--- config.mk ---
export PLATFORM = sky130hd
export DESIGN_NAME = virtio_mmio_block_register_file_top
export DESIGN_NICKNAME = d
export VERILOG_FILES = /design/src/rtl/core/vmblk_pkg.sv /design/src/rtl/core/vmblk_front.sv /design/src/rtl/core/vmblk_queue.sv /design/src/rtl/core/vmblk_back.sv /design/src/rtl/core/virtio_mmio_block_register_file_top.sv
export VERILOG_INCLUDE_DIRS = /design/src /design/src/rtl/core
export SDC_FILE = /design/constraint.sdc
export NUM_CORES = 2
export LEC_CHECK = 0
export BUFFER_PORTS_ARGS = -buffer_cell sky130_fd_sc_hd__buf_2
export CAP_MARGIN = 20
export CORE_MARGIN = 2
export CORE_UTILIZATION = 40
export CTS_CLUSTER_DIAMETER = 30
export DETAILED_ROUTE_END_ITERATION = 7
export PLACE_DENSITY = 0.58
export REMOVE_ABC_BUFFERS = 1
export SYNTH_ARGS = -nofsm -noshare
export SYNTH_HDL_FRONTEND = slang
export SYNTH_SLANG_ARGS = --single-unit
--- constraint.sdc ---
create_clock -name clock -period 11.35 [get_ports clock]
set_input_delay 1.7025 -clock clock [delete_from_list [all_inputs] [get_ports clock]]
set_output_delay 1.7025 -clock clock [all_outputs]
set_load 0.02 [all_outputs]
--- src/rtl/core/assert_macros.svh ---
// Assertion macros shared by the register file RTL.
// Each macro samples on the rising edge of clock and is disabled during reset.
`ifndef ASSERT_MACROS_SVH
`define ASSERT_MACROS_SVH

// Checks that an expression holds on every clock edge.
`define VM_ASSERT(label, expr, msg) \
   label: assert property (@(posedge clock) disable iff (reset) (expr)) else $error(msg);

// Checks that an expression holds in the cycle after a condition.
`define VM_ASSERT_NEXT(label, cond, expr, msg) \
   label: assert property (@(posedge clock) disable iff (reset) (cond) |=> (expr)) \
      else $error(msg);

`endif

--- src/rtl/core/vmblk_pkg.sv ---
// Types, constants and register offsets of the virtio-mmio block register file.
// Used by every module in rtl/core; depends on nothing else.
package vmblk_pkg;

   // Transaction modes on the request channel.
   localparam logic [1:0] MODE_READ     = 2'd0;
   localparam logic [1:0] MODE_WRITE    = 2'd1;
   localparam logic [1:0] MODE_COMPLETE = 2'd2;

   // Fixed register values.
   localparam logic [31:0] MAGIC_VALUE    = 32'h7472_6976;
   localparam logic [31:0] VERSION_VALUE  = 32'd2;
   localparam logic [31:0] DEVICE_ID_BLK  = 32'd2;
   localparam logic [31:0] VENDOR_VALUE   = 32'h0000_1af4;
   localparam logic [63:0] FEAT_VERSION1  = 64'h0000_0001_0000_0000;
   localparam logic [63:0] FEAT_BLK_SIZE  = 64'h0000_0000_0000_0040;
   localparam logic [63:0] FEAT_RO        = 64'h0000_0000_0000_0020;
   localparam int          STATUS_FEAT_OK_BIT = 3;
   localparam logic [15:0] SECTOR_BYTES   = 16'd512;
   localparam logic [8:0]  CFG_SPACE_BYTES = 9'd32;
   localparam logic [15:0] MAX_QUEUE_RESET = 16'd256;

   // Register offsets below the config space.
   localparam logic [7:0] OFS_MAGIC          = 8'h00;
   localparam logic [7:0] OFS_VERSION        = 8'h04;
   localparam logic [7:0] OFS_DEVICE_ID      = 8'h08;
   localparam logic [7:0] OFS_VENDOR         = 8'h0c;
   localparam logic [7:0] OFS_HOST_FEAT      = 8'h10;
   localparam logic [7:0] OFS_HOST_FEAT_SEL  = 8'h14;
   localparam logic [7:0] OFS_GUEST_FEAT     = 8'h20;
   localparam logic [7:0] OFS_GUEST_FEAT_SEL = 8'h24;
   localparam logic [7:0] OFS_PAGE_SIZE      = 8'h28;
   localparam logic [7:0] OFS_QUEUE_SEL      = 8'h30;
   localparam logic [7:0] OFS_QUEUE_NUM_MAX  = 8'h34;
   localparam logic [7:0] OFS_QUEUE_NUM      = 8'h38;
   localparam logic [7:0] OFS_QUEUE_ALIGN    = 8'h3c;
   localparam logic [7:0] OFS_QUEUE_READY    = 8'h44;
   localparam logic [7:0] OFS_QUEUE_NOTIFY   = 8'h50;
   localparam logic [7:0] OFS_INT_STATUS     = 8'h60;
   localparam logic [7:0] OFS_INT_ACK        = 8'h64;
   localparam logic [7:0] OFS_STATUS         = 8'h70;
   localparam logic [7:0] OFS_DESC_LO        = 8'h80;
   localparam logic [7:0] OFS_DESC_HI        = 8'h84;
   localparam logic [7:0] OFS_AVAIL_LO       = 8'h90;
   localparam logic [7:0] OFS_AVAIL_HI       = 8'h94;
   localparam logic [7:0] OFS_USED_LO        = 8'ha0;
   localparam logic [7:0] OFS_USED_HI        = 8'ha4;

   // Command queue between front and back.
   localparam int QUEUE_DEPTH = 2;
   localparam int QUEUE_PTR_W = $clog2(QUEUE_DEPTH);
   localparam int QUEUE_CNT_W = $clog2(QUEUE_DEPTH + 1);

   // Configuration port.
   localparam int CSR_ADDR_W = 5;
   localparam int CSR_DATA_W = 64;

   typedef enum logic [1:0] {
      CSR_DEVICE_PRESENT = 2'd0,
      CSR_READ_ONLY      = 2'd1,
      CSR_CAPACITY       = 2'd2,
      CSR_MAX_QUEUE      = 2'd3
   } vmblk_csr_type;

   typedef enum logic [2:0] {
      OP_NONE,
      OP_REG_READ,
      OP_CFG_READ,
      OP_REG_WRITE,
      OP_COMPLETE
   } vmblk_op_type;

   typedef enum logic [4:0] {
      REG_NONE,
      REG_MAGIC,
      REG_VERSION,
      REG_DEVICE_ID,
      REG_VENDOR,
      REG_HOST_FEAT,
      REG_HOST_FEAT_SEL,
      REG_GUEST_FEAT,
      REG_GUEST_FEAT_SEL,
      REG_PAGE_SIZE,
      REG_QUEUE_SEL,
      REG_QUEUE_NUM_MAX,
      REG_QUEUE_NUM,
      REG_QUEUE_ALIGN,
      REG_QUEUE_READY,
      REG_QUEUE_NOTIFY,
      REG_INT_STATUS,
      REG_INT_ACK,
      REG_STATUS,
      REG_DESC_LO,
      REG_DESC_HI,
      REG_AVAIL_LO,
      REG_AVAIL_HI,
      REG_USED_LO,
      REG_USED_HI
   } vmblk_reg_type;

   typedef struct packed {
      logic [1:0]  mode;
      logic [8:0]  address;
      logic [31:0] write_data;
      logic [3:0]  access_bytes;
      logic        suppress_interrupt;
   } vmblk_req_type;

   typedef struct packed {
      logic [63:0] read_data;
      logic        queue_start;
      logic        irq_trigger;
      logic        irq_pending;
      logic [63:0] desc_address;
      logic [63:0] avail_address;
      logic [63:0] used_address;
      logic [15:0] queue_size;
   } vmblk_rsp_type;

   // Classified transaction as it waits in the command queue.
   typedef struct packed {
      vmblk_op_type  op;
      vmblk_reg_type reg_id;
      logic [31:0]   data;
      logic [7:0]    byte_en;
      logic [4:0]    cfg_offset;
   } vmblk_cmd_type;

   // Head of the command queue as seen by the back end.
   typedef struct packed {
      logic          not_empty;
      vmblk_cmd_type head;
   } vmblk_qstat_type;

   // Configuration registers as seen by the back end.
   typedef struct packed {
      logic        device_present;
      logic        read_only;
      logic [54:0] capacity_sectors;
      logic [15:0] max_queue_size;
   } vmblk_cfg_type;

endpackage

--- src/rtl/core/vmblk_front.sv ---
// Front end: accepts request transactions and classifies them into commands.
// Depends on vmblk_pkg; feeds vmblk_queue.
module vmblk_front
   import vmblk_pkg::*;
(
   input  logic          req_valid,
   output logic          req_ready,
   input  vmblk_req_type req_payload,
   input  logic          queue_full,
   output logic          push,
   output vmblk_cmd_type push_cmd
);

   logic [3:0]  wbytes;
   logic [31:0] wmask;
   logic [8:0]  cfg_end;
   logic [7:0]  cfg_bytes;
   vmblk_reg_type reg_id;

   // A transaction is taken whenever the queue has room.
   assign req_ready = !queue_full;
   assign push      = req_valid && !queue_full;

   // Byte lanes of a register access, at most one word.
   always_comb begin
      if (req_payload.access_bytes >= 4'd4) begin
         wbytes = 4'hF;
      end else begin
         wbytes = 4'((5'd1 << req_payload.access_bytes[1:0]) - 5'd1);
      end
      wmask = {{8{wbytes[3]}}, {8{wbytes[2]}}, {8{wbytes[1]}}, {8{wbytes[0]}}};
   end

   // Byte lanes of a config space read; a read that runs past the end gives zero.
   always_comb begin
      cfg_end = {1'b0, req_payload.address[7:0]} + {5'd0, req_payload.access_bytes};
      if (cfg_end > CFG_SPACE_BYTES) begin
         cfg_bytes = 8'h00;
      end else if (req_payload.access_bytes >= 4'd8) begin
         cfg_bytes = 8'hFF;
      end else begin
         cfg_bytes = 8'((9'd1 << req_payload.access_bytes[2:0]) - 9'd1);
      end
   end

   // Register decode of the low offset.
   always_comb begin
      case (req_payload.address[7:0])
         OFS_MAGIC:          reg_id = REG_MAGIC;
         OFS_VERSION:        reg_id = REG_VERSION;
         OFS_DEVICE_ID:      reg_id = REG_DEVICE_ID;
         OFS_VENDOR:         reg_id = REG_VENDOR;
         OFS_HOST_FEAT:      reg_id = REG_HOST_FEAT;
         OFS_HOST_FEAT_SEL:  reg_id = REG_HOST_FEAT_SEL;
         OFS_GUEST_FEAT:     reg_id = REG_GUEST_FEAT;
         OFS_GUEST_FEAT_SEL: reg_id = REG_GUEST_FEAT_SEL;
         OFS_PAGE_SIZE:      reg_id = REG_PAGE_SIZE;
         OFS_QUEUE_SEL:      reg_id = REG_QUEUE_SEL;
         OFS_QUEUE_NUM_MAX:  reg_id = REG_QUEUE_NUM_MAX;
         OFS_QUEUE_NUM:      reg_id = REG_QUEUE_NUM;
         OFS_QUEUE_ALIGN:    reg_id = REG_QUEUE_ALIGN;
         OFS_QUEUE_READY:    reg_id = REG_QUEUE_READY;
         OFS_QUEUE_NOTIFY:   reg_id = REG_QUEUE_NOTIFY;
         OFS_INT_STATUS:     reg_id = REG_INT_STATUS;
         OFS_INT_ACK:        reg_id = REG_INT_ACK;
         OFS_STATUS:         reg_id = REG_STATUS;
         OFS_DESC_LO:        reg_id = REG_DESC_LO;
         OFS_DESC_HI:        reg_id = REG_DESC_HI;
         OFS_AVAIL_LO:       reg_id = REG_AVAIL_LO;
         OFS_AVAIL_HI:       reg_id = REG_AVAIL_HI;
         OFS_USED_LO:        reg_id = REG_USED_LO;
         OFS_USED_HI:        reg_id = REG_USED_HI;
         default:            reg_id = REG_NONE;
      endcase
   end

   // Build the command for the back end.
   always_comb begin
      push_cmd.reg_id     = reg_id;
      push_cmd.data       = req_payload.write_data & wmask;
      push_cmd.cfg_offset = req_payload.address[4:0];
      push_cmd.byte_en    = {4'h0, wbytes};
      case (req_payload.mode)
         MODE_READ: begin
            if (req_payload.address[8]) begin
               push_cmd.op      = OP_CFG_READ;
               push_cmd.byte_en = cfg_bytes;
            end else begin
               push_cmd.op = OP_REG_READ;
            end
         end
         MODE_WRITE: begin
            push_cmd.op = req_payload.address[8] ? OP_NONE : OP_REG_WRITE;
         end
         MODE_COMPLETE: begin
            push_cmd.op = req_payload.suppress_interrupt ? OP_NONE : OP_COMPLETE;
         end
         default: begin
            push_cmd.op = OP_NONE;
         end
      endcase
   end

endmodule

--- src/rtl/core/vmblk_queue.sv ---
// Short command queue between the front and back ends.
// Depends on vmblk_pkg and assert_macros.svh.
`include "assert_macros.svh"

module vmblk_queue
   import vmblk_pkg::*;
(
   input  logic            clock,
   input  logic            reset,
   input  logic            push,
   input  vmblk_cmd_type   push_cmd,
   input  logic            pop,
   output logic            full,
   output vmblk_qstat_type qstat
);

   vmblk_cmd_type            entries_ff [QUEUE_DEPTH];
   logic [QUEUE_PTR_W-1:0]   wr_ptr_ff, wr_ptr_in;
   logic [QUEUE_PTR_W-1:0]   rd_ptr_ff, rd_ptr_in;
   logic [QUEUE_CNT_W-1:0]   cnt_ff, cnt_in;

   assign full            = (cnt_ff == QUEUE_CNT_W'(QUEUE_DEPTH));
   assign qstat.not_empty = (cnt_ff != '0);
   assign qstat.head      = entries_ff[rd_ptr_ff];

   // Pointer and fill count update.
   always_comb begin
      wr_ptr_in = wr_ptr_ff;
      rd_ptr_in = rd_ptr_ff;
      cnt_in    = cnt_ff;
      if (push) begin
         wr_ptr_in = (wr_ptr_ff == QUEUE_PTR_W'(QUEUE_DEPTH - 1)) ? '0 : wr_ptr_ff + 1'b1;
      end
      if (pop) begin
         rd_ptr_in = (rd_ptr_ff == QUEUE_PTR_W'(QUEUE_DEPTH - 1)) ? '0 : rd_ptr_ff + 1'b1;
      end
      if (push && !pop) begin
         cnt_in = cnt_ff + 1'b1;
      end else if (pop && !push) begin
         cnt_in = cnt_ff - 1'b1;
      end
   end

   always_ff @(posedge clock) begin
      if (reset) begin
         wr_ptr_ff <= '0;
         rd_ptr_ff <= '0;
         cnt_ff    <= '0;
      end else begin
         wr_ptr_ff <= wr_ptr_in;
         rd_ptr_ff <= rd_ptr_in;
         cnt_ff    <= cnt_in;
      end
   end

   // Entry storage needs no reset.
   always_ff @(posedge clock) begin
      if (push) begin
         entries_ff[wr_ptr_ff] <= push_cmd;
      end
   end

   `VM_ASSERT(a_queue_count_bound, cnt_ff <= QUEUE_CNT_W'(QUEUE_DEPTH), "queue overfilled")
   `VM_ASSERT_NEXT(a_queue_push_fills, push && !pop, cnt_ff != '0, "push lost in queue")

endmodule

--- src/rtl/core/vmblk_back.sv ---
// Back end: executes commands against the register file and holds the result.
// Depends on vmblk_pkg and assert_macros.svh; fed by vmblk_queue.
`include "assert_macros.svh"

module vmblk_back
   import vmblk_pkg::*;
(
   input  logic            clock,
   input  logic            reset,
   input  vmblk_cfg_type   cfg,
   input  vmblk_qstat_type qstat,
   output logic            pop,
   output logic            rsp_valid,
   input  logic            rsp_ready,
   output vmblk_rsp_type   rsp_payload
);

   // Register file state.
   logic        host_ro_ff, host_ro_in;
   logic [31:0] host_sel_ff, host_sel_in;
   logic [63:0] guest_feat_ff, guest_feat_in;
   logic [31:0] guest_sel_ff, guest_sel_in;
   logic [31:0] page_size_ff, page_size_in;
   logic [31:0] queue_sel_ff, queue_sel_in;
   logic [15:0] queue_num_ff, queue_num_in;
   logic [31:0] queue_align_ff, queue_align_in;
   logic        queue_ready_ff, queue_ready_in;
   logic [63:0] desc_ff, desc_in;
   logic [63:0] avail_ff, avail_in;
   logic [63:0] used_ff, used_in;
   logic        irq_ff, irq_in;
   logic [31:0] status_ff, status_in;

   // Result register.
   logic          rsp_valid_ff, rsp_valid_in;
   vmblk_rsp_type rsp_ff, rsp_in;

   vmblk_cmd_type cmd;
   logic          exec;
   logic [63:0]   host_feat;
   logic [31:0]   reg_val;
   logic [63:0]   byte_mask;
   logic [255:0]  cfg_space;
   logic [255:0]  cfg_shifted;
   logic [63:0]   read_data;
   logic          start;
   logic          trig;

   assign cmd       = qstat.head;
   assign exec      = qstat.not_empty && (!rsp_valid_ff || rsp_ready);
   assign pop       = exec;
   assign host_feat = FEAT_VERSION1 | FEAT_BLK_SIZE | (host_ro_ff ? FEAT_RO : 64'h0);

   // Byte enables to bit mask.
   always_comb begin
      for (int i = 0; i < 8; i++) begin
         byte_mask[8*i +: 8] = {8{cmd.byte_en[i]}};
      end
   end

   // Register read mux.
   always_comb begin
      case (cmd.reg_id)
         REG_MAGIC:          reg_val = MAGIC_VALUE;
         REG_VERSION:        reg_val = VERSION_VALUE;
         REG_DEVICE_ID:      reg_val = cfg.device_present ? DEVICE_ID_BLK : 32'h0;
         REG_VENDOR:         reg_val = VENDOR_VALUE;
         REG_HOST_FEAT:      reg_val = (host_sel_ff == 32'h0) ? host_feat[31:0]
                                                                : host_feat[63:32];
         REG_HOST_FEAT_SEL:  reg_val = host_sel_ff;
         REG_GUEST_FEAT:     reg_val = (guest_sel_ff == 32'h0) ? guest_feat_ff[31:0]
                                                                 : guest_feat_ff[63:32];
         REG_GUEST_FEAT_SEL: reg_val = guest_sel_ff;
         REG_PAGE_SIZE:      reg_val = page_size_ff;
         REG_QUEUE_SEL:      reg_val = queue_sel_ff;
         REG_QUEUE_NUM_MAX:  reg_val = (queue_sel_ff == 32'h0) ? {16'h0, cfg.max_queue_size}
                                                                 : 32'h0;
         REG_QUEUE_NUM:      reg_val = {16'h0, queue_num_ff};
         REG_QUEUE_ALIGN:    reg_val = queue_align_ff;
         REG_QUEUE_READY:    reg_val = {31'h0, queue_ready_ff};
         REG_INT_STATUS:     reg_val = {31'h0, irq_ff};
         REG_STATUS:         reg_val = status_ff;
         REG_DESC_LO:        reg_val = desc_ff[31:0];
         REG_DESC_HI:        reg_val = desc_ff[63:32];
         REG_AVAIL_LO:       reg_val = avail_ff[31:0];
         REG_AVAIL_HI:       reg_val = avail_ff[63:32];
         REG_USED_LO:        reg_val = used_ff[31:0];
         REG_USED_HI:        reg_val = used_ff[63:32];
         default:            reg_val = 32'h0;
      endcase
   end

   // Config space: capacity in bytes 0..7, block size in bytes 20..21.
   always_comb begin
      cfg_space              = '0;
      cfg_space[63:0]        = {9'h0, cfg.capacity_sectors};
      cfg_space[175:160]     = SECTOR_BYTES;
      cfg_shifted            = cfg_space >> {cmd.cfg_offset, 3'b000};
   end

   // Command execution and next state.
   always_comb begin
      host_ro_in     = host_ro_ff;
      host_sel_in    = host_sel_ff;
      guest_feat_in  = guest_feat_ff;
      guest_sel_in   = guest_sel_ff;
      page_size_in   = page_size_ff;
      queue_sel_in   = queue_sel_ff;
      queue_num_in   = queue_num_ff;
      queue_align_in = queue_align_ff;
      queue_ready_in = queue_ready_ff;
      desc_in        = desc_ff;
      avail_in       = avail_ff;
      used_in        = used_ff;
      irq_in         = irq_ff;
      status_in      = status_ff;
      read_data      = 64'h0;
      start          = 1'b0;
      trig           = 1'b0;
      if (exec) begin
         case (cmd.op)
            OP_REG_READ: begin
               read_data = {32'h0, reg_val} & byte_mask;
            end
            OP_CFG_READ: begin
               read_data = cfg_shifted[63:0] & byte_mask;
            end
            OP_COMPLETE: begin
               irq_in = 1'b1;
               trig   = 1'b1;
            end
            OP_REG_WRITE: begin
               case (cmd.reg_id)
                  REG_HOST_FEAT_SEL:  host_sel_in  = cmd.data;
                  REG_GUEST_FEAT_SEL: guest_sel_in = cmd.data;
                  REG_GUEST_FEAT: begin
                     if (guest_sel_ff != 32'h0) begin
                        guest_feat_in[63:32] = cmd.data;
                     end else begin
                        guest_feat_in[31:0] = cmd.data;
                     end
                  end
                  REG_PAGE_SIZE:      page_size_in   = cmd.data;
                  REG_QUEUE_SEL:      queue_sel_in   = cmd.data;
                  REG_QUEUE_NUM:      queue_num_in   = cmd.data[15:0];
                  REG_QUEUE_ALIGN:    queue_align_in = cmd.data;
                  REG_QUEUE_READY:    queue_ready_in = (cmd.data != 32'h0);
                  REG_DESC_LO:        desc_in[31:0]   = cmd.data;
                  REG_DESC_HI:        desc_in[63:32]  = cmd.data;
                  REG_AVAIL_LO:       avail_in[31:0]  = cmd.data;
                  REG_AVAIL_HI:       avail_in[63:32] = cmd.data;
                  REG_USED_LO:        used_in[31:0]   = cmd.data;
                  REG_USED_HI:        used_in[63:32]  = cmd.data;
                  REG_QUEUE_NOTIFY: begin
                     start = (cmd.data == 32'h0) && queue_ready_ff && (queue_num_ff != 16'h0)
                             && (desc_ff != 64'h0) && (avail_ff != 64'h0)
                             && (used_ff != 64'h0);
                  end
                  REG_INT_ACK: begin
                     irq_in = irq_ff & !cmd.data[0];
                  end
                  REG_STATUS: begin
                     if (cmd.data == 32'h0) begin
                        // Device reset; configuration registers are kept.
                        host_ro_in     = cfg.read_only;
                        host_sel_in    = 32'h0;
                        guest_feat_in  = 64'h0;
                        guest_sel_in   = 32'h0;
                        page_size_in   = 32'h0;
                        queue_sel_in   = 32'h0;
                        queue_num_in   = 16'h0;
                        queue_align_in = 32'h0;
                        queue_ready_in = 1'b0;
                        desc_in        = 64'h0;
                        avail_in       = 64'h0;
                        used_in        = 64'h0;
                        irq_in         = 1'b0;
                        status_in      = 32'h0;
                     end else begin
                        status_in = cmd.data;
                        // Features-ok only sticks when guest features fit the host's.
                        if ((guest_feat_ff & ~host_feat) != 64'h0) begin
                           status_in[STATUS_FEAT_OK_BIT] = 1'b0;
                        end
                     end
                  end
                  default: begin
                  end
               endcase
            end
            default: begin
            end
         endcase
      end
   end

   // Result register: loads on execution, empties when taken.
   always_comb begin
      rsp_valid_in = rsp_valid_ff;
      rsp_in       = rsp_ff;
      if (exec) begin
         rsp_valid_in          = 1'b1;
         rsp_in.read_data      = read_data;
         rsp_in.queue_start    = start;
         rsp_in.irq_trigger    = trig;
         rsp_in.irq_pending    = irq_in;
         rsp_in.desc_address   = desc_in;
         rsp_in.avail_address  = avail_in;
         rsp_in.used_address   = used_in;
         rsp_in.queue_size     = queue_num_in;
      end else if (rsp_ready) begin
         rsp_valid_in = 1'b0;
      end
   end

   always_ff @(posedge clock) begin
      if (reset) begin
         host_ro_ff     <= 1'b0;
         host_sel_ff    <= 32'h0;
         guest_feat_ff  <= 64'h0;
         guest_sel_ff   <= 32'h0;
         page_size_ff   <= 32'h0;
         queue_sel_ff   <= 32'h0;
         queue_num_ff   <= 16'h0;
         queue_align_ff <= 32'h0;
         queue_ready_ff <= 1'b0;
         desc_ff        <= 64'h0;
         avail_ff       <= 64'h0;
         used_ff        <= 64'h0;
         irq_ff         <= 1'b0;
         status_ff      <= 32'h0;
         rsp_valid_ff   <= 1'b0;
      end else begin
         host_ro_ff     <= host_ro_in;
         host_sel_ff    <= host_sel_in;
         guest_feat_ff  <= guest_feat_in;
         guest_sel_ff   <= guest_sel_in;
         page_size_ff   <= page_size_in;
         queue_sel_ff   <= queue_sel_in;
         queue_num_ff   <= queue_num_in;
         queue_align_ff <= queue_align_in;
         queue_ready_ff <= queue_ready_in;
         desc_ff        <= desc_in;
         avail_ff       <= avail_in;
         used_ff        <= used_in;
         irq_ff         <= irq_in;
         status_ff      <= status_in;
         rsp_valid_ff   <= rsp_valid_in;
      end
   end

   // Result payload needs no reset.
   always_ff @(posedge clock) begin
      rsp_ff <= rsp_in;
   end

   assign rsp_valid   = rsp_valid_ff;
   assign rsp_payload = rsp_ff;

   `VM_ASSERT(a_trig_sets_pending, !(rsp_valid_ff && rsp_ff.irq_trigger) || rsp_ff.irq_pending, "interrupt raised but not pending")
   `VM_ASSERT(a_start_trig_exclusive, !(rsp_valid_ff && rsp_ff.queue_start && rsp_ff.irq_trigger), "start and interrupt from one transaction")
   `VM_ASSERT_NEXT(a_status_zero_resets, exec && (cmd.op == OP_REG_WRITE) && (cmd.reg_id == REG_STATUS) && (cmd.data == 32'h0), (status_ff == 32'h0) && !irq_ff && !queue_ready_ff, "device reset incomplete")

endmodule

--- src/rtl/core/virtio_mmio_block_register_file_top.sv ---
// Top level of the virtio-mmio block register file: front end, command queue,
// back end and the configuration registers. Depends on vmblk_pkg and the vmblk_* modules.
//
//   Channel   Direction  Handshake              Payload
//   req       in         req_valid/req_ready    vmblk_req_type
//   rsp       out        rsp_valid/rsp_ready    vmblk_rsp_type
//   csr       in/out     psel/penable/pready    paddr, pwdata, prdata (64 bit)
//
// One transaction per cycle sustained while rsp_ready stays high; a transaction is
// registered in the command queue, then in the result register of the back end.
// The two-entry command queue lets requests keep flowing while a result waits.
// req_ready drops only when the queue is full behind a stalled response.
// Synchronous reset; no clearing pass, the block is ready the cycle after reset.
module virtio_mmio_block_register_file_top
   import vmblk_pkg::*;
(
   input  logic                  clock,
   input  logic                  reset,
   input  logic                  req_valid,
   output logic                  req_ready,
   input  vmblk_req_type         req_payload,
   output logic                  rsp_valid,
   input  logic                  rsp_ready,
   output vmblk_rsp_type         rsp_payload,
   input  logic                  psel,
   input  logic                  penable,
   input  logic                  pwrite,
   input  logic [CSR_ADDR_W-1:0] paddr,
   input  logic [CSR_DATA_W-1:0] pwdata,
   output logic [CSR_DATA_W-1:0] prdata,
   output logic                  pready
);

   logic            device_present_ff, device_present_in;
   logic            read_only_ff, read_only_in;
   logic [54:0]     capacity_ff, capacity_in;
   logic [15:0]     max_queue_ff, max_queue_in;
   vmblk_csr_type   csr_index;
   vmblk_cfg_type   cfg;
   logic            csr_write;
   logic            push;
   vmblk_cmd_type   push_cmd;
   logic            queue_full;
   logic            pop;
   vmblk_qstat_type qstat;

   // Configuration port: eight-byte registers, always ready.
   assign pready    = 1'b1;
   assign csr_index = vmblk_csr_type'(paddr[4:3]);
   assign csr_write = psel && penable && pwrite;

   always_comb begin
      device_present_in = device_present_ff;
      read_only_in      = read_only_ff;
      capacity_in       = capacity_ff;
      max_queue_in      = max_queue_ff;
      if (csr_write) begin
         case (csr_index)
            CSR_DEVICE_PRESENT: device_present_in = pwdata[0];
            CSR_READ_ONLY:      read_only_in      = pwdata[0];
            CSR_CAPACITY:       capacity_in       = pwdata[54:0];
            CSR_MAX_QUEUE:      max_queue_in      = pwdata[15:0];
            default: begin
            end
         endcase
      end
   end

   // Read back of the configuration registers.
   always_comb begin
      case (csr_index)
         CSR_DEVICE_PRESENT: prdata = {63'h0, device_present_ff};
         CSR_READ_ONLY:      prdata = {63'h0, read_only_ff};
         CSR_CAPACITY:       prdata = {9'h0, capacity_ff};
         CSR_MAX_QUEUE:      prdata = {48'h0, max_queue_ff};
         default:            prdata = '0;
      endcase
   end

   always_ff @(posedge clock) begin
      if (reset) begin
         device_present_ff <= 1'b0;
         read_only_ff      <= 1'b0;
         capacity_ff       <= 55'h0;
         max_queue_ff      <= MAX_QUEUE_RESET;
      end else begin
         device_present_ff <= device_present_in;
         read_only_ff      <= read_only_in;
         capacity_ff       <= capacity_in;
         max_queue_ff      <= max_queue_in;
      end
   end

   assign cfg.device_present   = device_present_ff;
   assign cfg.read_only        = read_only_ff;
   assign cfg.capacity_sectors = capacity_ff;
   assign cfg.max_queue_size   = max_queue_ff;

   vmblk_front u_front (
      .req_valid   (req_valid),
      .req_ready   (req_ready),
      .req_payload (req_payload),
      .queue_full  (queue_full),
      .push        (push),
      .push_cmd    (push_cmd)
   );

   vmblk_queue u_queue (
      .clock    (clock),
      .reset    (reset),
      .push     (push),
      .push_cmd (push_cmd),
      .pop      (pop),
      .full     (queue_full),
      .qstat    (qstat)
   );

   vmblk_back u_back (
      .clock       (clock),
      .reset       (reset),
      .cfg         (cfg),
      .qstat       (qstat),
      .pop         (pop),
      .rsp_valid   (rsp_valid),
      .rsp_ready   (rsp_ready),
      .rsp_payload (rsp_payload)
   );

endmodule
==> summary.txt <==
Power
  • Post-layout power: between 0.01 and 0.015 W
  • Power density cells: ~250 nW/um^2
  • Pleak: 19.1 nW
  • Peak supply drop: 0.155 mV

Setup path
  • Slowest CP cell: dfxtp_4
  • Worst EP arrival: 5.26 ns
  • Crit path capture type: flip-flop
  • Reg2reg path depth: 7
  • Levels on crit path: 7
  • Worst endpoint required time: roughly 12 ns
  • CP max FO: 63
  • Buf+Inv Stages, Crit Path: 2
  • Max incr delay on CP: slightly below 0.8 ns
  • Kind of critical path: reg -> reg
  • CP top delay family: compound AO/OA/AOI/OAI gates
  • Crit path top cell by count: buf_4
  • Worst setup SP type: flip-flop
  • Crit-path cells: buf_4 -> mux2_2 -> a2111o_1 -> nor3_2 -> o21a_2 -> buf_4 -> o22ai_1

Die
  • Die Wd: between 300 and 400 um
  • Num rows: 116
  • Die footprint: just over 100,000 um^2
  • Core ar.: between 100,000 and 150,000 um^2
  • Starting Density: 0.404
  • Total I/O pin count: 466
  • Die H: around 320 um

Yosys
  • Post-synthesis cell count: around 3.8k
  • Post-Syn Area: about 41,000 um^2
  • Post-synthesis register bit count: 919
  • Synth unique cells: 85
  • Main area contributors after synthesis: edfxtp_1, dfxtp_1, a22o_1, nand2_1, a22oi_1
  • YS warnings: 0
  • Sequential fraction of the synthesis area: 0.546
  • Syn Area/Cell: roughly 11 um^2
  • Synth cell count leaders: dfxtp_1, edfxtp_1, nand2_1
  • Most area-hungry cell type in the Yosys netlist: edfxtp_1
  • Most common cell in the netlist: dfxtp_1
  • Post-synth EDFFs: 373
  • Post-synth top area share: 0.276
  • Main synth FF type: dfxtp_1
  • Async set or reset register ratio after synthesis: 0

Timing
  • Final worst slack: ~6.6 ns
  • Maximum clock frequency: 208 MHz
  • Worst clock skew: 0.0431 ns
  • Final Hold Viols: 0
  • Final period utilization: 0.423
  • Setup TNS: 0 ns
  • Final setup violation count: 0
  • Measured slew at the worst slew-check pin: approximately 1.3 ns
  • Fin. max-slew vios: 0
  • RSZ-0062 raised after global routing: false
  • Slew HR: 0.130
  • Period minus WS final: 4.80 ns

Clocking
  • Max Root-Sink Buffers: 3
  • H-Tree Level Count: 4
  • TritonCTS Buffers: 194
  • Worst-Skew Late Latency: between 0.7 and 0.8 ns
  • CTS Hold Bufs: 0
  • Sink Count: between 900 and 1k
  • CTS root buffer: clkbuf_16
  • # Post-CTS Setup Buffers: 0
  • Clock-pin slew on the worst setup and hold paths: about 0.050 ns
  • Post-cts gate resize count: 0
  • CTS tree: done

Detailed routing
  • Starting DRC count in detailed routing: just under 5k
  • Drt via density: roughly 6.3
  • Routed wire length: 167 mm
  • DR pass1 iterations: 6
  • Residual DRC: 0
  • Post-route ant nets: 0
  • Via count: 36.1k
  • Routed len/inst: between 20 and 30 um

Global routing
  • Vias in the first global route: around 34k
  • Antenna violations before repair: 17
  • Global router's overall resource usage: 0.310
  • Total grt overflow: 0
  • Largest net degree at the start of global routing: 169
  • First-pass GRT wire length: 235 mm

Cells and area
  • Non-Filler Instances: about 5.8k
  • Area delta synth->final: 26.4%
  • Net count, final: 4,350
  • Layout cells sized above 1: 0.237

Placement
  • Post-place setup slack: between 6 and 7 ns
  • HPWL Detailed: 114 mm
  • Placed insts: between 5k and 6k
  • GPL Wtd Cong: ~0.98
  • I/O Buffers: between 400 and 500

Worst hold path
  • Hold Path Class: reg -> reg
  • Worst hold stages: 2

Run status
  • Status: completed

Run
  • Max-cap violations: 0
==> worst reg2reg max path: stages, from the launching register on <==
cell      delay, ns
dfxtp_4        0.78
buf_4          0.66
mux2_2         0.59
a2111o_1       0.56
nor3_2         0.49
o21a_2         0.47
buf_4          0.58
o22ai_1        0.37
==> routing by layer <==
metal | wire, um | GRT usage | vias to the layer above
met4 | 9310 | 0.167 | 18
met1 | 66300 | 0.404 | 17700
met2 | 72900 | 0.461 | 2312
met5 | 114 | 0 | -
li1 | - | - | 15500
met3 | 18500 | 0.0915 | 454
==> registers in the layout, indices dropped and copies added, names as in the netlist, 55 cells and up, named ones only <==
name,flops
u_back.desc_ff,64
u_back.avail_ff,64
u_queue.entries_ff,106
u_back.guest_feat_ff,64
u_back.rsp_payload,267
capacity_ff,55
u_back.used_ff,64
==> kinds of logic (layout without fill, tap and decap cells) <==
kind of cell,Yosys count,after routing,synth area share
muxes,175,175,0.0491
and+or+nand+nor,1084,1084,0.136
DFF,919,919,0.546
buffers and inverters,506,1038,0.0525
AOI/OAI and AO/OA,1141,1141,0.211
adders and majority gates,7,7,0.00235
other,2,24,0.000185
xor gates and xnor gates,10,10,0.00216
==> worst paths after layout <==
| path | from | to | slack, ns |
|---|---|---|---|
| worst min-delay path | u_back.status_ff[3] | u_back.status_ff[3] | 0.46 |
| worst max-delay path | flip-flop | u_back.rsp_payload[183] | 6.55 |
| worst max register to register | flip-flop | u_back.rsp_payload[183] | 6.55 |
| worst min register to register | u_back.status_ff[3] | u_back.status_ff[3] | 0.46 |
==> cell usage in the layout, fill, tap and decap left out, types with 18 or more instances in the layout <==
cell	netlist	final
conb_1	2	18
mux2_2	58	58
clkbuf_16	0	212
o32ai_1	131	131
or2_2	32	32
clkinv_2	0	26
and2_1	52	51
dfxtp_1	546	545
mux2_4	30	30
a22o_1	249	249
a22oi_1	176	170
mux2i_1	85	83
a32o_1	21	21
nand2_1	364	360
inv_1	146	145
nor4_1	114	114
nand4_1	42	42
nor3_1	26	25
nor2_1	174	168
edfxtp_1	373	373
nand3_1	67	66
buf_2	72	434
a21oi_1	166	160
a222oi_1	33	33
bufinv_16	0	36
o21ai_0	48	48
o31ai_1	39	39
clkbuf_1	237	23
o22ai_1	160	160
buf_4	24	76
nor2b_1	115	114
==> through the flow <==
stage,hold slack [ns],utilization,instance area (um^2)
2_1_floorplan,0.426,-,39000
3_3_place_gp,0.447,0.436,43700
3_5_place_dp,0.450,0.437,43800
4_1_cts,0.455,0.509,51100
5_1_grt,0.484,0.511,51200
6_report,0.457,0.511,51200
==> cell type report <==
type | count | area, um^2
Sequential cell | 919 | 22100
Clock buffer | 251 | 5610
Inverter | 146 | 556
Multi-Input combinational cell | 2435 | 16600
Antenna cell | 6 | 15.0
Fill cell | 9143 | 49100
Clock inverter | 118 | 1700
Tap cell | 1357 | 1700
Timing Repair Buffer | 523 | 2930
==> power by group <==
part | switching [W] | internal, W
registers | 0.000191 | 0.00402
clock network | 0.00192 | 0.00430
logic | 0.00185 | 0.000559
total | 0.00397 | 0.00889
Power figures use the tool's default switching activity.
